**config.mk**
```make
export PLATFORM = sky130hd
export DESIGN_NAME = irs_merge
export DESIGN_NICKNAME = d
export VERILOG_FILES = /design/src/rtl/irs_pkg.sv /design/src/rtl/irs_merge.sv
export SDC_FILE = /design/constraint.sdc
export NUM_CORES = 1
export LEC_CHECK = 0
export ABC_AREA = 1
export BUFFER_PORTS_ARGS = -buffer_cell sky130_fd_sc_hd__buf_2
export CORE_MARGIN = 2
export CORE_UTILIZATION = 45
export CTS_CLUSTER_DIAMETER = 120
export CTS_CLUSTER_SIZE = 30
export DETAILED_ROUTE_END_ITERATION = 12
export PLACE_DENSITY = 0.8
export SETUP_SLACK_MARGIN = 0.1
export SYNTH_ARGS = -nofsm -noshare
export SYNTH_HDL_FRONTEND = slang
export SYNTH_SLANG_ARGS = --single-unit
```
**constraint.sdc**
```tcl
create_clock -name clk_i -period 2 [get_ports clk_i]
set_clock_uncertainty 0.05 [all_clocks]
set_input_delay 0.2 -clock clk_i [delete_from_list [all_inputs] [get_ports clk_i]]
set_output_delay 0.2 -clock clk_i [all_outputs]
set_load 0.005 [all_outputs]
```
**src/rtl/irs_pkg.sv**
```systemverilog
`default_nettype none

package irs_pkg;

  localparam int SAMPLE_BITS_DEF = 12;
  localparam int NUM_LANES       = 7;
  localparam int SPIKE_W         = 8;
  localparam int PHASE_W         = 3;
  localparam int CH_W            = 7;

  localparam logic [SPIKE_W-1:0] SPIKE_RESET = 8'd5;

  localparam logic [PHASE_W-1:0] PH_DARK0 = 3'd0;
  localparam logic [PHASE_W-1:0] PH_LIT1  = 3'd1;
  localparam logic [PHASE_W-1:0] PH_DARK2 = 3'd2;
  localparam logic [PHASE_W-1:0] PH_LIT3  = 3'd3;
  localparam logic [PHASE_W-1:0] PH_DARK4 = 3'd4;
  localparam logic [PHASE_W-1:0] PH_LIT5  = 3'd5;

  localparam logic [CH_W-1:0] LED_OFF    = 7'h00;
  localparam logic [CH_W-1:0] LED_LIT1   = 7'h12;
  localparam logic [CH_W-1:0] LED_LIT3   = 7'h64;
  localparam logic [CH_W-1:0] LED_LIT5   = 7'h09;
  localparam logic [CH_W-1:0] MASK_DARK0 = 7'h1B;
  localparam logic [CH_W-1:0] MASK_DARK2 = 7'h6D;
  localparam logic [CH_W-1:0] MASK_DARK4 = 7'h76;

  // Division by ten is a multiplication by ceil(2^23 / 10); it is exact for
  // every operand below 2^20, which covers all sample widths in range.
  localparam int                  RECIP_W     = 20;
  localparam int                  RECIP_SHIFT = 23;
  localparam logic [RECIP_W-1:0]  RECIP10     = 20'd838861;

  typedef enum logic [1:0] {
    KIND_PLAIN,
    KIND_SCALE7,
    KIND_SCALE6,
    KIND_HALF
  } lane_kind_e;

  // Lane k owns ambient, previous difference and level k.
  localparam lane_kind_e LANE_KIND [NUM_LANES] = '{
    KIND_PLAIN, KIND_PLAIN, KIND_PLAIN, KIND_PLAIN, KIND_SCALE7, KIND_SCALE6, KIND_HALF
  };
  localparam int LANE_SRC [NUM_LANES] = '{4, 3, 2, 1, 0, 5, 6};
  localparam logic [PHASE_W-1:0] LANE_DARK [NUM_LANES] = '{
    PH_DARK0, PH_DARK2, PH_DARK4, PH_DARK0, PH_DARK2, PH_DARK4, PH_DARK4
  };

  typedef struct packed {
    logic               acc;
    logic [PHASE_W-1:0] phase;
    logic               ld1;
    logic               ld2;
    logic               ld3;
    logic               commit;
  } pipe_ctrl_t;

endpackage

`default_nettype wire

```
**src/rtl/irs_merge.sv**
```systemverilog
`default_nettype none

module irs_merge import irs_pkg::*; #(
  parameter int SampleBits = SAMPLE_BITS_DEF
) (
  input  wire logic                       clk_i,
  input  wire logic                       rst_ni,
  input  wire pipe_ctrl_t                 ctrl_i,
  input  wire logic [PHASE_W-1:0]         phase_i,
  input  wire logic signed [SampleBits+1:0] level_i [NUM_LANES],
  output logic [CH_W-1:0]                 led_o,
  output logic [CH_W-1:0]                 select_o,
  output logic [SampleBits-1:0]           level_o [NUM_LANES]
);

  logic [CH_W-1:0]       mask_q, mask_d;
  logic [CH_W-1:0]       led_d;
  logic [SampleBits-1:0] clamp [NUM_LANES];

  always_comb begin
    mask_d = mask_q;
    led_d  = LED_OFF;
    case (phase_i)
      PH_DARK0: mask_d = MASK_DARK0;
      PH_LIT1:  led_d  = LED_LIT1;
      PH_DARK2: mask_d = MASK_DARK2;
      PH_LIT3:  led_d  = LED_LIT3;
      PH_DARK4: mask_d = MASK_DARK4;
      PH_LIT5:  led_d  = LED_LIT5;
      default:  mask_d = mask_q;
    endcase
  end

  always_comb begin
    for (int k = 0; k < NUM_LANES; k++) begin
      if (level_i[k][SampleBits+1]) begin
        clamp[k] = '0;
      end else if (level_i[k][SampleBits]) begin
        clamp[k] = '1;
      end else begin
        clamp[k] = level_i[k][SampleBits-1:0];
      end
    end
  end

  always_ff @(posedge clk_i or negedge rst_ni) begin
    if (!rst_ni) begin
      mask_q <= '0;
    end else if (ctrl_i.commit) begin
      mask_q <= mask_d;
    end
  end

  always_ff @(posedge clk_i) begin
    if (ctrl_i.commit) begin
      led_o    <= led_d;
      select_o <= mask_d;
      level_o  <= clamp;
    end
  end

endmodule

`default_nettype wire

```
==> qor.txt <==
global-route wire length before repair: 13,600 µm
Diodes inserted: 0
Starting Density: 45.6%
unique cell type count in the Yosys netlist: 15
Data required, critical path: 1.75 ns
Post-Synth Adder-Cell Area: 0%
FF-to-FF setup slack: 1.03 ns
Leak: 2.38 nW
crit-path max cell delay: 0.43 ns
Initial DRC Count: 126
M2 GR Usage: 32.3%
IO buf count: 201
Clock Tree Buf Depth: 2
Yosys reg bits: 101
Least-Margin Pin Slew: 0.306 ns
hpwl dp: 6670 µm
count of final setup violators: 0
DIE WIDTH: 97.4 µm
cell area power density: 862 mW/mm²
Post-Synth Simple-Gate Area: 19.7%
status: finished, final reports clean
Cell Chain, Critical Path: buf_2
Rel. slew slack: 79.5%
DRT Wirelength: 8810 µm
met1 Usage GRT: 20.4%
Crit path max-delay family: flip-flops
hold crit path type: in2reg
Die H: 97.4 µm
post-synthesis xor/xnor area fraction: 0%
total global routing overflow: 0
largest area contributor in the netlist: edfxtp_1
Synth area leaders: edfxtp_1, nor2_1, dfrtp_1
share of post-route cells with drive strength above 1: 41.3%
post-route antenna net violation count: 0
CTS Root Cell: clkbuf_8
wire length per cell: 13.6 µm
maximum vdd drop: 524 µV
Synthesized Nets: 445
GR peak layer: met2
worst hold slack: 0.0731 ns
sequential share of the synthesized area: 76.5%
area grow syn2layout: 33.8%
drt first pass iters: 4
post-CTS setup buffers: 0
Finished Cell Area: 0.00525 mm²
Final Cycle Share: 59.3%
worst-skew pair later-pin latency: 0.34 ns
Core Area: 0.00859 mm²
Synth Area in Compound Gates: 0.862%
worst path bufs/invs: 1
Worst setup EP type: primary output
Max Fclk: 0.843 GHz
row count: 34
Ports: 209
commonest non-fill, non-tap cell in the layout: buf_2
Area after DPL: 0.00502 mm²
CTS tree: done
largest net degree at the start of global routing: 42
fin util: 61.1%
fin crit period: 1.19 ns
mux cell area share after synthesis: 0%
# DRC: 0
Worst Path Max Fanout: 3
pre-CTS setup slack: 0.826 ns
gpl congestion: 0.800
Synth Area per Inst: 11.7 µm²
met3 Track Usage GR: 6.91%
Layout Nets: 644
setup TNS: 0 ns
max-slew violations: 0
mapped cell area: 0.00392 mm²
DR vias: 3,023
max cap viols: 0
Clock Pin Slew Worst Setup and Hold Paths: 0.10 ns
most frequent cells in the layout: buf_2, nor2_1, edfxtp_1, nand2_1, clkbuf_8
vias per cell: 4.68
Ys Warns: 0
critical path's slowest cell: edfxtp_1
Cells after Synth: 334
area of the die: 0.00948 mm²
Yosys top cell area share: 72.0%
Total Routing Usage GR: 18.5%
Worst EP arrival: 0.94 ns
cts bufs inserted: 9
RSZ-0062 raised after global routing: false
number of H-tree levels: 3
largest family of logic cells by synthesized area: simple AND/OR/NAND/NOR gates
clock sink count: 101
via count of the first global-routing pass: 2,886
PnR worst setup slack: 0.814 ns
Final Hold Vio Count: 0
CP Class: reg2out
initial antenna violation count: 1
crit start category: register
## power by group
group / internal, mW / switching (mW)
Combinational: 0.250 / 0.295
Clock: 0.710 / 0.691
Sequential: 2.52 / 0.0507
Total: 3.48 / 1.04
## path summary, 6_finish.rpt
kind,start,to,cells after the start
worst min register to register,mask_q[3],mask_q[3],2
worst min-delay path,level_i[94],level_o[82],3
worst max-delay path,led_o[5],led_o[5],1
max in group asynchronous,rst_ni,mask_q[1],2
worst max register to register,mask_q[1],select_o[1],2
min in group asynchronous,rst_ni,mask_q[4],2
## cells by family after synthesis
group / after synthesis
buf+inv: 25
simple gates: 202
compound gates: 6
flops: 101
## cell type report
class                   instances  area [µm²]
clock inverters                 7        96.3
multi-input cells             208         806
fillers                       761        3350
well taps                     108         135
clock buffers                   9         124
inverters                       7        26.3
flip-flops and latches        101        3000
repair buffers                206        1060
## registers in the layout (all words and copies together), names as in the netlist
| name | cells |
|---|---|
| mask_q | 7 |
| level_o | 84 |
| select_o | 7 |
| led_o | 3 |
## stage by stage
stage / std cells / total power [mW]
after floorplan: 334 / 2.82
after global placement: 629 / 3.14
after detailed placement: 629 / 3.17
after CTS: 646 / 4.57
after global routing: 646 / 4.72
final: 646 / 4.52
## routing by layer
| layer | wire length [µm] | share of wire [%] |
|---|---|---|
| met1 | 3290 | 37 |
| met2 | 4520 | 51 |
| met3 | 862 | 9.8 |
| met4 | 119 | 1.4 |
| met5 | 13 | 0.15 |
## cells in the mapped netlist (all sizes together)
master and instances:
a21o 1, a21oi 1, buf 11, clkbuf 7, clkinv 1, dfrtp 7, edfxtp 94, inv 6
nand2 26, nand3 4, nor2 169, nor3 3, o21ai 4
## repair_timing
| action | CTS | global route |
|---|---|---|
| hold buffers | 1 | 0 |
| hold endpoints to repair | 7 | 0 |
| gates resized for setup | 0 | 0 |
No activity file was read; power rests on OpenSTA's default activity.
