$ cat src/rtl/irs_pkg.sv
`default_nettype none

package irs_pkg;

  localparam int SAMPLE_BITS_DEF = 12;
  localparam int NUM_LANES       = 7;
  localparam int SPIKE_W         = 8;
  localparam int PHASE_W         = 3;
  localparam int CH_W            = 7;

  localparam logic [SPIKE_W-1:0] SPIKE_RESET = 8'd5;

  localparam logic [PHASE_W-1:0] PH_DARK0 = 3'd0;
  localparam logic [PHASE_W-1:0] PH_LIT1  = 3'd1;
  localparam logic [PHASE_W-1:0] PH_DARK2 = 3'd2;
  localparam logic [PHASE_W-1:0] PH_LIT3  = 3'd3;
  localparam logic [PHASE_W-1:0] PH_DARK4 = 3'd4;
  localparam logic [PHASE_W-1:0] PH_LIT5  = 3'd5;

  localparam logic [CH_W-1:0] LED_OFF    = 7'h00;
  localparam logic [CH_W-1:0] LED_LIT1   = 7'h12;
  localparam logic [CH_W-1:0] LED_LIT3   = 7'h64;
  localparam logic [CH_W-1:0] LED_LIT5   = 7'h09;
  localparam logic [CH_W-1:0] MASK_DARK0 = 7'h1B;
  localparam logic [CH_W-1:0] MASK_DARK2 = 7'h6D;
  localparam logic [CH_W-1:0] MASK_DARK4 = 7'h76;

  // Division by ten is a multiplication by ceil(2^23 / 10); it is exact for
  // every operand below 2^20, which covers all sample widths in range.
  localparam int                  RECIP_W     = 20;
  localparam int                  RECIP_SHIFT = 23;
  localparam logic [RECIP_W-1:0]  RECIP10     = 20'd838861;

  typedef enum logic [1:0] {
    KIND_PLAIN,
    KIND_SCALE7,
    KIND_SCALE6,
    KIND_HALF
  } lane_kind_e;

  // Lane k owns ambient, previous difference and level k.
  localparam lane_kind_e LANE_KIND [NUM_LANES] = '{
    KIND_PLAIN, KIND_PLAIN, KIND_PLAIN, KIND_PLAIN, KIND_SCALE7, KIND_SCALE6, KIND_HALF
  };
  localparam int LANE_SRC [NUM_LANES] = '{4, 3, 2, 1, 0, 5, 6};
  localparam logic [PHASE_W-1:0] LANE_DARK [NUM_LANES] = '{
    PH_DARK0, PH_DARK2, PH_DARK4, PH_DARK0, PH_DARK2, PH_DARK4, PH_DARK4
  };

  typedef struct packed {
    logic               acc;
    logic [PHASE_W-1:0] phase;
    logic               ld1;
    logic               ld2;
    logic               ld3;
    logic               commit;
  } pipe_ctrl_t;

endpackage

`default_nettype wire

$ cat src/rtl/irs_lane.sv
`default_nettype none

module irs_lane import irs_pkg::*; #(
  parameter int SampleBits = SAMPLE_BITS_DEF,
  parameter int Lane       = 0
) (
  input  wire logic                         clk_i,
  input  wire logic                         rst_ni,
  input  wire pipe_ctrl_t                   ctrl_i,
  input  wire logic [SampleBits-1:0]        sample_i,
  input  wire logic [SPIKE_W-1:0]           spike_limit_i,
  output logic signed [SampleBits+1:0]      level_o
);

  localparam lane_kind_e         Kind   = LANE_KIND[Lane];
  localparam logic [PHASE_W-1:0] DarkPh = LANE_DARK[Lane];
  localparam logic [PHASE_W-1:0] LitPh  = DarkPh + PHASE_W'(1);
  localparam bit                 Leaky  = (Kind == KIND_SCALE6) || (Kind == KIND_HALF);
  localparam int                 DW     = SampleBits + 1;
  localparam int                 LW     = SampleBits + 2;
  localparam int                 VW     = SampleBits + 3;
  localparam int                 PW     = VW + RECIP_SHIFT;

  logic [SampleBits-1:0]    ambient_q;
  logic signed [DW-1:0]     prev_q;
  logic signed [LW-1:0]     level_q, level_d;

  // Stage 1: magnitude and sign of the ambient-subtracted sample.
  logic signed [DW-1:0]     diff1, neg1;
  logic [SampleBits-1:0]    mag1_d, mag1_q;
  logic                     sgn1_q, upd1_q;

  assign diff1  = $signed({1'b0, sample_i}) - $signed({1'b0, ambient_q});
  assign neg1   = -diff1;
  assign mag1_d = diff1[DW-1] ? neg1[SampleBits-1:0] : diff1[SampleBits-1:0];

  always_ff @(posedge clk_i) begin
    if (ctrl_i.ld1) begin
      mag1_q <= mag1_d;
      sgn1_q <= diff1[DW-1];
      upd1_q <= (ctrl_i.phase == LitPh);
    end
  end

  // Stage 2: first division by ten.
  logic [VW-1:0]            v2;
  logic [PW-1:0]            prod2_q;
  logic [SampleBits-1:0]    mag2_q;
  logic                     sgn2_q, upd2_q;

  always_comb begin
    if (Kind == KIND_SCALE6) begin
      v2 = VW'({mag1_q, 2'b00}) + VW'({mag1_q, 1'b0});
    end else begin
      v2 = VW'(mag1_q);
    end
  end

  always_ff @(posedge clk_i) begin
    if (ctrl_i.ld2) begin
      prod2_q <= PW'(v2) * PW'(RECIP10);
      mag2_q  <= mag1_q;
      sgn2_q  <= sgn1_q;
      upd2_q  <= upd1_q;
    end
  end

  // Stage 3: second division by ten for the seven-tenths channel.
  logic [VW-1:0]            q3, q7;
  logic [VW-1:0]            q3_q;
  logic [PW-1:0]            prod3_q;
  logic [SampleBits-1:0]    mag3_q;
  logic                     sgn3_q, upd3_q;

  assign q3 = prod2_q[RECIP_SHIFT +: VW];
  assign q7 = q3 * VW'(7);

  always_ff @(posedge clk_i) begin
    if (ctrl_i.ld3) begin
      q3_q    <= q3;
      prod3_q <= PW'(q7) * PW'(RECIP10);
      mag3_q  <= mag2_q;
      sgn3_q  <= sgn2_q;
      upd3_q  <= upd2_q;
    end
  end

  // Final step: signed difference, spike test and level update.
  logic [VW-1:0]            rv;
  logic signed [DW-1:0]     pos4, diff4;
  logic signed [DW:0]       dev, neg_dev;
  logic [DW:0]              abs_dev, spike_ext;
  logic signed [LW-1:0]     lvl_adj, half, leak, new_level;

  always_comb begin
    case (Kind)
      KIND_PLAIN:  rv = q3_q;
      KIND_SCALE7: rv = prod3_q[RECIP_SHIFT +: VW];
      KIND_SCALE6: rv = q3_q >> 1;
      KIND_HALF:   rv = VW'(mag3_q) >> 1;
      default:     rv = q3_q;
    endcase
  end

  assign pos4      = $signed({1'b0, rv[SampleBits-1:0]});
  assign diff4     = sgn3_q ? -pos4 : pos4;
  assign dev       = $signed({prev_q[DW-1], prev_q}) - $signed({diff4[DW-1], diff4});
  assign neg_dev   = -dev;
  assign abs_dev   = dev[DW] ? neg_dev : dev;
  assign spike_ext = {{(DW + 1 - SPIKE_W){1'b0}}, spike_limit_i};

  // Halving truncates toward zero, so a negative level is rounded up first.
  assign lvl_adj   = level_q + $signed({{(LW-1){1'b0}}, level_q[LW-1]});
  assign half      = lvl_adj >>> 1;
  assign leak      = $signed({diff4[DW-1], diff4}) + half;
  assign new_level = Leaky ? leak : $signed({diff4[DW-1], diff4});

  always_comb begin
    level_d = level_q;
    if (ctrl_i.commit && upd3_q && (abs_dev <= spike_ext)) begin
      level_d = new_level;
    end
  end

  assign level_o = level_d;

  always_ff @(posedge clk_i or negedge rst_ni) begin
    if (!rst_ni) begin
      ambient_q <= '0;
      prev_q    <= '0;
      level_q   <= '0;
    end else begin
      if (ctrl_i.acc && (ctrl_i.phase == DarkPh)) begin
        ambient_q <= sample_i;
      end
      if (ctrl_i.commit && upd3_q) begin
        prev_q <= diff4;
      end
      level_q <= level_d;
    end
  end

endmodule

`default_nettype wire

$ cat config.mk
export PLATFORM = sky130hd
export DESIGN_NAME = irs_lane
export DESIGN_NICKNAME = d
export VERILOG_FILES = /design/src/rtl/irs_pkg.sv /design/src/rtl/irs_lane.sv
export SDC_FILE = /design/constraint.sdc
export NUM_CORES = 1
export LEC_CHECK = 0
export ABC_AREA = 1
export BUFFER_PORTS_ARGS = -buffer_cell sky130_fd_sc_hd__buf_2
export CORE_MARGIN = 4
export CORE_UTILIZATION = 30
export DETAILED_ROUTE_END_ITERATION = 6
export PLACE_DENSITY = 0.53
export REMOVE_ABC_BUFFERS = 1
export SLEW_MARGIN = 5
export SYNTH_ARGS = -nofsm -noshare
export SYNTH_HDL_FRONTEND = slang
export SYNTH_SLANG_ARGS = --single-unit
$ cat constraint.sdc
create_clock -name clk_i -period 8.3 [get_ports clk_i]
set_input_delay 0.83 -clock clk_i [delete_from_list [all_inputs] [get_ports clk_i]]
set_output_delay 0.83 -clock clk_i [all_outputs]
set_load 0.005 [all_outputs]
==> flow_metrics.py, run 1 <==
metrics = {
    "layout": {
        "antenna_cells": 0,
        "fillCellCount": 2683,
        "nets": 1158,
        "drive_gt1_frac": 0.116,
        "final_cell_area_um2": 8650,
        "area_growth_pct": 11.7,
        "fin_cells": 1303,
    },
    "setup_path": {
        "crit_path_max_fanout": 11,
        "path_class": "reg -> out",
        "slowest_delay_ns": 0.75,
        "cp_slowest_cell": "nor2_1",
        "crit_required_ns": 7.47,
        "end_kind": "output port",
        "worstSetupStartpointType": "flip-flop",
        "crit_top_cell": "nand2_1",
        "worstPathArrival_ns": 5.67,
    },
    "die": {
        "io_pins": 44,
        "dieHeight_um": 169,
        "die_area_um2": 28400,
        "die_x_um": 169,
        "num_rows": 58,
        "core_region_area_um2": 25300,
        "start_util": 0.307,
    },
    "route": {
        "wl_per_cell_um": 12.0,
        "vias": 5746,
        "drt_first_pass_iters": 5,
        "postRouteAntennaNets": 0,
        "via_per_inst": 4.41,
        "finalWirelength_mm": 15.7,
        "drt-initial-drc-count": 155,
        "drc": 0,
    },
    "place": {
        "place_area_um2": 8320,
        "place_congestion": 0.826,
        "portBuffers": 43,
        "dp_hpwl_mm": 13.3,
        "place_inst": 1287,
    },
    "global_route": {
        "first_global_vias": 5890,
        "grt_start_max_net_pins": 40,
        "grt_pass1_wl_mm": 27.3,
        "grt_usage": 0.116,
        "antenna_found_initial": 0,
        "grt_overflow": 0,
    },
    "clock_network": {
        "cts_tree": "yes",
        "post_cts_buffers": 0,
        "hold_buffers": 0,
        "cts_sinks": 75,
        "cts_buffer_depth": 2,
        "clkSlewWorstSetupHoldPaths_ns": 0.06,
        "root_buffer": "clkbuf_16",
        "insertion_delay_ns": 0.35,
        "h-tree-depth": 3,
        "ctsResizeCount": 0,
        "cts_buffers": 9,
    },
    "sta": {
        "slew_headroom": 0.335,
        "final_hold_viol_count": 0,
        "fmax_ghz": 0.154,
        "tns_ns": 0,
        "grt_setup_unrepaired": "no",
        "period_share": 0.783,
        "setup_violations": 0,
        "period_needed_ns": 6.50,
        "tightest_slew_ns": 0.993,
        "finClkSkew_ns": 0.00754,
        "slew_violations": 0,
    },
    "logic_synthesis": {
        "synth-edff-count": 36,
        "ys_seq_elements": 75,
        "synth.avg_cell_area_um2": 8.40,
        "synth_warnings": 0,
        "ys_async_sr_fraction": 0.520,
        "synth_most_common_cell": "inv_1",
        "synth_common_cells": "inv_1 (175), nand2_1 (171), ha_1 (114), nor2_1 (54), a21oi_1 (53)",
        "syn_area_um2": 7740,
        "netlist_instances": 922,
        "yosysTopAreaCell": "ha_1",
        "synthTopCellsByArea": "ha_1 (18%), edfxtp_1 (14%), dfrtp_1 (13%)",
        "synth_cell_types": 45,
        "ys_dominant_reg_cell": "dfrtp_1",
        "seq_area_frac_synth": 0.266,
        "synthDominantCellAreaShare": 0.184,
    },
    "hold_path": {
        "hold_path.class": "reg -> reg",
    },
    "run_status": {
        "status": "finished clean",
    },
    "run": {
        "max_cap_violations": 0,
    },
}
==> path summary, 6_finish.rpt <==
| kind | start | end | slack [ns] | depth (start not counted) |
|---|---|---|---|---|
| worst max-delay path | q3_q[2] | level_o[13] | 1.80 | 32 |
| worst min-delay path | prod2_q[24] | q3_q[1] | 0.42 | 0 |
| worst max register to register | mag1_q[6] | prod2_q[31] | 2.99 | 15 |
| worst min register to register | prod2_q[24] | q3_q[1] | 0.42 | 0 |
| max in group asynchronous | rst_ni | prev_q[0] | 7.07 | 1 |
| min in group asynchronous | rst_ni | ambient_q[5] | 0.63 | 1 |
==> critical path, delay by kind of cell (launching register included) <==
kind,cells,cell delay [ns]
AND/OR/NAND/NOR,18,2.64
AO/OA/AOI/OAI,4,0.68
adder cells (fa/ha/maj),2,0.66
buffers and inverters,6,0.47
flip-flops,1,0.45
XOR/XNOR,2,0.43
==> registers in the layout (all words and copies together) (netlist names), 9 cells and up <==
register,count
q3_q,9
prod2_q,9
prev_q,13
mag1_q,12
ambient_q,12
level_q,14
==> metrics by stage <==
| step | setup slack (ns) | util | hold slack [ns] |
|---|---|---|---|
| after floorplan | 3.32 | - | 0.400 |
| after global placement | 2.14 | 0.330 | 0.401 |
| after detailed placement | 2.15 | 0.330 | 0.405 |
| after CTS | 1.75 | 0.343 | 0.420 |
| after global routing | 1.12 | 0.343 | 0.429 |
| final | 1.80 | 0.343 | 0.418 |
==> placed cells by master (no fill, tap or decap), types with 3 or more instances in the layout <==
cell type  count
o21bai_1       6
nand2_1      171
nand3_2       10
nor2_2         3
nand4_1        7
nor3b_1        3
nand2_2       23
ha_1         114
edfxtp_1      36
inv_2          5
a21o_1         4
a21oi_1       53
clkbuf_16      9
nor2_1        54
nand2_4        7
nand3_1       49
inv_6          3
o21ai_0       32
dfrtp_1       39
buf_2         43
xnor2_1       11
fa_1          46
inv_1        175
xor2_1        29
nor3_1        10
o31ai_1        3
o211ai_1       3
==> cell families (layout without fill, tap and decap cells) <==
kind of cell,count (synthesis),count (layout),synth area share
buffers and inverters,189,240,0.0944
XOR/XNOR,40,40,0.0452
flip-flops,75,75,0.266
adder cells (fa/ha/maj),160,160,0.303
multiplexers,1,1,0.00129
AND/OR/NAND/NOR,345,345,0.209
AO/OA/AOI/OAI,112,112,0.0813
==> layout make-up <==
| cell class | instances | area (um2) | area share |
|---|---|---|---|
| clock buffer | 9 | 225 | 0.0260 |
| clock inverter | 7 | 106 | 0.0123 |
| inverter | 181 | 681 | 0.0787 |
| multi-input combinational | 658 | 4960 | 0.573 |
| sequential | 75 | 2060 | 0.238 |
| tap | 330 | 413 | 0.0477 |
| timing repair buffer | 43 | 215 | 0.0249 |
==> metal layers <==
layer,vias up,wire length (um),track usage
met1,2609,7070,0.143
met5,-,0,0
met3,15,414,0.0206
li1,3068,-,-
met4,0,148,0.0258
met2,54,8040,0.212
Power of run 1 is left out: the tool's default activity adds up to more than one toggle a clock period on the data nets, which glitch-free logic cannot reach.
==> inputs of run 2 (changes only) <==
- PLACE_DENSITY: 0.53 -> 0.55
- clock period: 8.3 -> 5.2 ns (I/O delays scaled with it)
==> run 2 against run 1 <==
Effect of this change: setup slack lost 1.7 ns; routed wire length rose by 4.7%; first-iteration DRC count grew 12%; sequential share of layout area fell by 2.0 points; register-to-register slack worse by 2.7 ns; die area is the same; global-route usage increased by 0.37 points; design area grew 9.0%; final cell count is 4.1% higher; critical path type unchanged.
==> flow_metrics.py, run 2 (synthesized netlist as in run 1, its figures left out) <==
metrics = {
    "route": {
        "drt_first_pass_iters": 4,
        "drc": 0,
        "vias": 6086,
        "postRouteAntennaNets": 0,
        "drt-initial-drc-count": 174,
        "via_per_inst": 4.49,
        "wl_per_cell_um": 12.1,
        "finalWirelength_mm": 16.4,
    },
    "place": {
        "portBuffers": 43,
        "place_area_um2": 8520,
        "place_congestion": 0.870,
        "dp_hpwl_mm": 13.5,
    },
    "layout": {
        "largestRegisters": "level_q: 14 flops, prev_q: 13 flops",
        "drive_gt1_frac": 0.224,
        "largest_reg_flops": 14,
        "final_common_cell": "inv_1",
        "regMostFlops": "level_q",
        "antenna_cells": 0,
        "fillCellCount": 2593,
        "final_cell_area_um2": 9430,
        "final_cell_mix": "inv_1 (168), nand2_1 (156), ha_1 (105), a21oi_1 (49), buf_4 (49)",
        "nets": 1211,
        "area_growth_pct": 21.7,
    },
    "die": {
        "dieHeight_um": 169,
        "die_area_um2": 28400,
        "start_util": 0.307,
        "core_region_area_um2": 25300,
        "die_x_um": 169,
        "num_rows": 58,
        "io_pins": 44,
    },
    "sta": {
        "fmax_ghz": 0.196,
        "slew_violations": 0,
        "setup_violations": 0,
        "slew_headroom": 0.378,
        "grt_setup_unrepaired": "yes",
        "period_share": 0.983,
        "tns_ns": 0,
        "period_needed_ns": 5.11,
        "tightest_slew_ns": 0.933,
        "finClkSkew_ns": 0.0121,
        "final_hold_viol_count": 0,
    },
    "global_route": {
        "first_global_vias": 6039,
        "grt_start_max_net_pins": 40,
        "grt_usage": 0.120,
        "grt_pass1_wl_mm": 28.0,
        "grt_overflow": 0,
        "antenna_found_initial": 0,
    },
    "clock_network": {
        "root_buffer": "clkbuf_16",
        "cts_sinks": 75,
        "insertion_delay_ns": 0.35,
        "cts_buffer_depth": 2,
        "cts_buffers": 9,
        "cts_tree": "yes",
        "clkSlewWorstSetupHoldPaths_ns": 0.06,
        "h-tree-depth": 3,
        "hold_buffers": 0,
    },
    "run_status": {
        "status": "finished clean",
    },
    "setup_path": {
        "slowest_delay_ns": 0.45,
        "path_class": "reg -> out",
        "crit_top_cell": "nand2_1",
        "crit_path_max_fanout": 6,
        "cp_slowest_cell": "edfxtp_1",
        "crit_required_ns": 4.68,
        "end_kind": "output port",
        "r2r_slack_ns": 0.31,
        "worstPathArrival_ns": 4.59,
        "worstSetupStartpointType": "flip-flop",
    },
    "run": {
        "max_cap_violations": 0,
    },
    "hold_path": {
        "hold_path.class": "in -> async",
    },
}
-- run 2: metal layers --
metal  vias to the layer above  GRT usage  wire, um
met5                         -          0         0
met4                         0     0.0332       341
met3                        21     0.0255       466
met2                        83      0.217      8500
met1                      2809      0.143      7100
li1                       3173          -         -
-- run 2: final cells by class --
type	instances	area, um2	share of cell area
multi-input cells	658	5340	0.566
flip-flops and latches	75	2060	0.218
inverters	181	686	0.0727
repair buffers	96	657	0.0697
well taps	330	413	0.0438
clock buffers	11	243	0.0257
clock inverters	5	33.8	0.00358
-- run 2: worst paths after layout --
check | startpoint | end | cells after the start
max reg2reg | mag1_q[10] | prod2_q[30] | 18
min | rst_ni | ambient_q[10] | 1
max in group asynchronous | rst_ni | level_q[3] | 1
min in group clk_i | prod2_q[25] | q3_q[2] | 0
min reg2reg | prod2_q[25] | q3_q[2] | 0
max | q3_q[0] | level_o[12] | 29
-- run 2: worst max-delay path, delay by kind of cell (launching register included) --
family	cells	cell delay (ns)
buffers and inverters	7	0.74
and+or+nand+nor	15	1.62
AOI/OAI and AO/OA	3	0.52
xor gates and xnor gates	2	0.36
adders and majority gates	2	0.57
DFF	1	0.45
-- run 2: per-stage QoR --
stage | util | hold slack (ns) | std cells | worst slack [ns]
global route | 0.373 | 0.379 | 1356 | -0.345
global placement | 0.337 | 0.404 | 1313 | 0.128
finish | 0.373 | 0.315 | 1356 | 0.0879
detailed placement | 0.337 | 0.406 | 1313 | 0.0704
floorplan | - | 0.224 | 914 | 0.527
CTS | 0.354 | 0.344 | 1342 | -0.0273
-- run 2: repair_timing --
| item | in CTS | in global routing |
|---|---|---|
| buffers inserted | 12 | 14 |
| pin swaps | 12 | 38 |
| resized for setup | 18 | 80 |
| setup endpoints to repair | 14 | 18 |
| gates cloned | 1 | 0 |
| endpoints found under the hold margin | 0 | 0 |
Power of run 2 is left out for the same reason.
==> inputs of run 3 (changes only) <==
- RECOVER_POWER: unset -> 100
==> run 3 against run 2 <==
Effect of this change: the flow now finishes with violations (capacitance limit, slew limit); critical path depth unchanged; sequential share of layout area about the same; highest routed layer unchanged; worst hold slack improved by 0.10 ns; flip-flop and latch count unchanged; die area unchanged; clock-buffer cell count unchanged; clock skew about the same; maximum frequency about the same; first-iteration DRC count unchanged.
==> flow_metrics.py, run 3 (synthesized netlist as in run 1, its figures left out) <==
metrics = {
    "run_status": {
        "status": "finished with violations",
        "violations": "capacitance limit, slew limit",
    },
    "hold_path": {
        "hold_path.class": "reg -> reg",
    },
    "sta": {
        "slew_violations": 40,
        "slew_headroom": -0.495,
        "period_share": 0.983,
        "finClkSkew_ns": 0.0121,
        "grt_setup_unrepaired": "yes",
        "setup_violations": 0,
        "period_needed_ns": 5.11,
        "final_hold_viol_count": 0,
        "fmax_ghz": 0.196,
        "tightest_slew_ns": 2.24,
    },
    "global_route": {
        "grt_usage": 0.120,
        "first_global_vias": 6039,
        "grt_start_max_net_pins": 40,
        "grt_pass1_wl_mm": 28.0,
        "antenna_found_initial": 0,
        "grt_overflow": 0,
    },
    "setup_path": {
        "end_kind": "output port",
        "slowest_delay_ns": 0.45,
        "worstPathArrival_ns": 4.59,
        "crit_path_max_fanout": 6,
        "cp_slowest_cell": "edfxtp_1",
        "crit_required_ns": 4.68,
        "worstSetupStartpointType": "flip-flop",
        "path_class": "reg -> out",
        "crit_top_cell": "nand2_1",
    },
    "layout": {
        "largestRegisters": "level_q: 14 flops, prev_q: 13 flops",
        "area_growth_pct": 21.7,
        "regMostFlops": "level_q",
        "largest_reg_flops": 14,
        "utilization": 0.373,
        "nets": 1211,
        "drive_gt1_frac": 0.218,
        "antenna_cells": 0,
        "final_cell_mix": "inv_1 (168), nand2_1 (156), ha_1 (105), a21oi_1 (49), buf_4 (49)",
        "final_common_cell": "inv_1",
    },
    "route": {
        "finalWirelength_mm": 16.4,
        "via_per_inst": 4.49,
        "vias": 6086,
        "drt_first_pass_iters": 4,
        "drc": 0,
        "wl_per_cell_um": 12.1,
        "drt-initial-drc-count": 174,
        "postRouteAntennaNets": 0,
    },
    "die": {
        "start_util": 0.307,
        "die_x_um": 169,
        "dieHeight_um": 169,
        "core_region_area_um2": 25300,
        "io_pins": 44,
        "num_rows": 58,
        "die_area_um2": 28400,
    },
    "clock_network": {
        "cts_sinks": 75,
        "h-tree-depth": 3,
        "cts_buffer_depth": 2,
        "cts_buffers": 9,
        "cts_tree": "yes",
        "root_buffer": "clkbuf_16",
        "insertion_delay_ns": 0.35,
        "clkSlewWorstSetupHoldPaths_ns": 0.05,
    },
    "run": {
        "max_cap_violations": 1,
    },
    "place": {
        "dp_hpwl_mm": 13.5,
        "portBuffers": 43,
        "place_congestion": 0.870,
    },
}
-- run 3: path summary, 6_finish.rpt --
| path | start | end | slack (ns) | depth (start not counted) |
|---|---|---|---|---|
| hold / removal | prod2_q[25] | q3_q[2] | 0.42 | 0 |
| hold reg to reg | prod2_q[25] | q3_q[2] | 0.42 | 0 |
| min in group asynchronous | rst_ni | ambient_q[10] | 0.84 | 1 |
| max in group asynchronous | rst_ni | level_q[3] | 3.08 | 1 |
| setup / recovery | q3_q[0] | level_o[12] | 0.09 | 29 |
| setup reg to reg | mag1_q[10] | prod2_q[30] | 0.31 | 18 |
-- run 3: what timing repair did --
action	in CTS	in global routing
hold endpoints to repair	0	0
endpoints found under the setup margin	14	18
gates resized for setup	18	80
setup buffers	12	14
cloned	1	0
hold buffers	0	0
pin swaps	12	38
-- run 3: critical path, delay by kind of cell (launching register included) --
kind,cells,cell delay [ns]
AND/OR/NAND/NOR,15,1.62
buffers and inverters,7,0.74
adder cells (fa/ha/maj),2,0.57
AO/OA/AOI/OAI,3,0.52
flip-flops,1,0.45
XOR/XNOR,2,0.36
-- run 3: through the flow --
step           cells  TNS [ns]  setup WS, ns  instance area [um2]  hold WS, ns
2_1_floorplan    914         0         0.527                 7690        0.224
3_3_place_gp    1313         0         0.128                 8520        0.404
3_5_place_dp    1313         0        0.0704                 8520        0.406
4_1_cts         1342    -0.173       -0.0273                 8940        0.344
5_1_grt         1356     -4.42        -0.345                 9420        0.428
6_report        1356         0        0.0876                 9420        0.419
-- run 3: layout make-up --
class	count	area, um2
Multi-Input combinational cell	658	5340
Clock buffer	11	243
Timing Repair Buffer	96	649
Tap cell	330	413
Inverter	181	686
Fill cell	2596	15800
Clock inverter	5	33.8
Sequential cell	75	2060
-- run 3: routing by layer --
metal,up-vias,track usage,part of all wire
met2,83,0.217,0.52
met5,-,0,0
li1,3173,-,-
met4,0,0.0332,0.021
met1,2809,0.143,0.43
met3,21,0.0255,0.028
Power of run 3 is left out for the same reason.
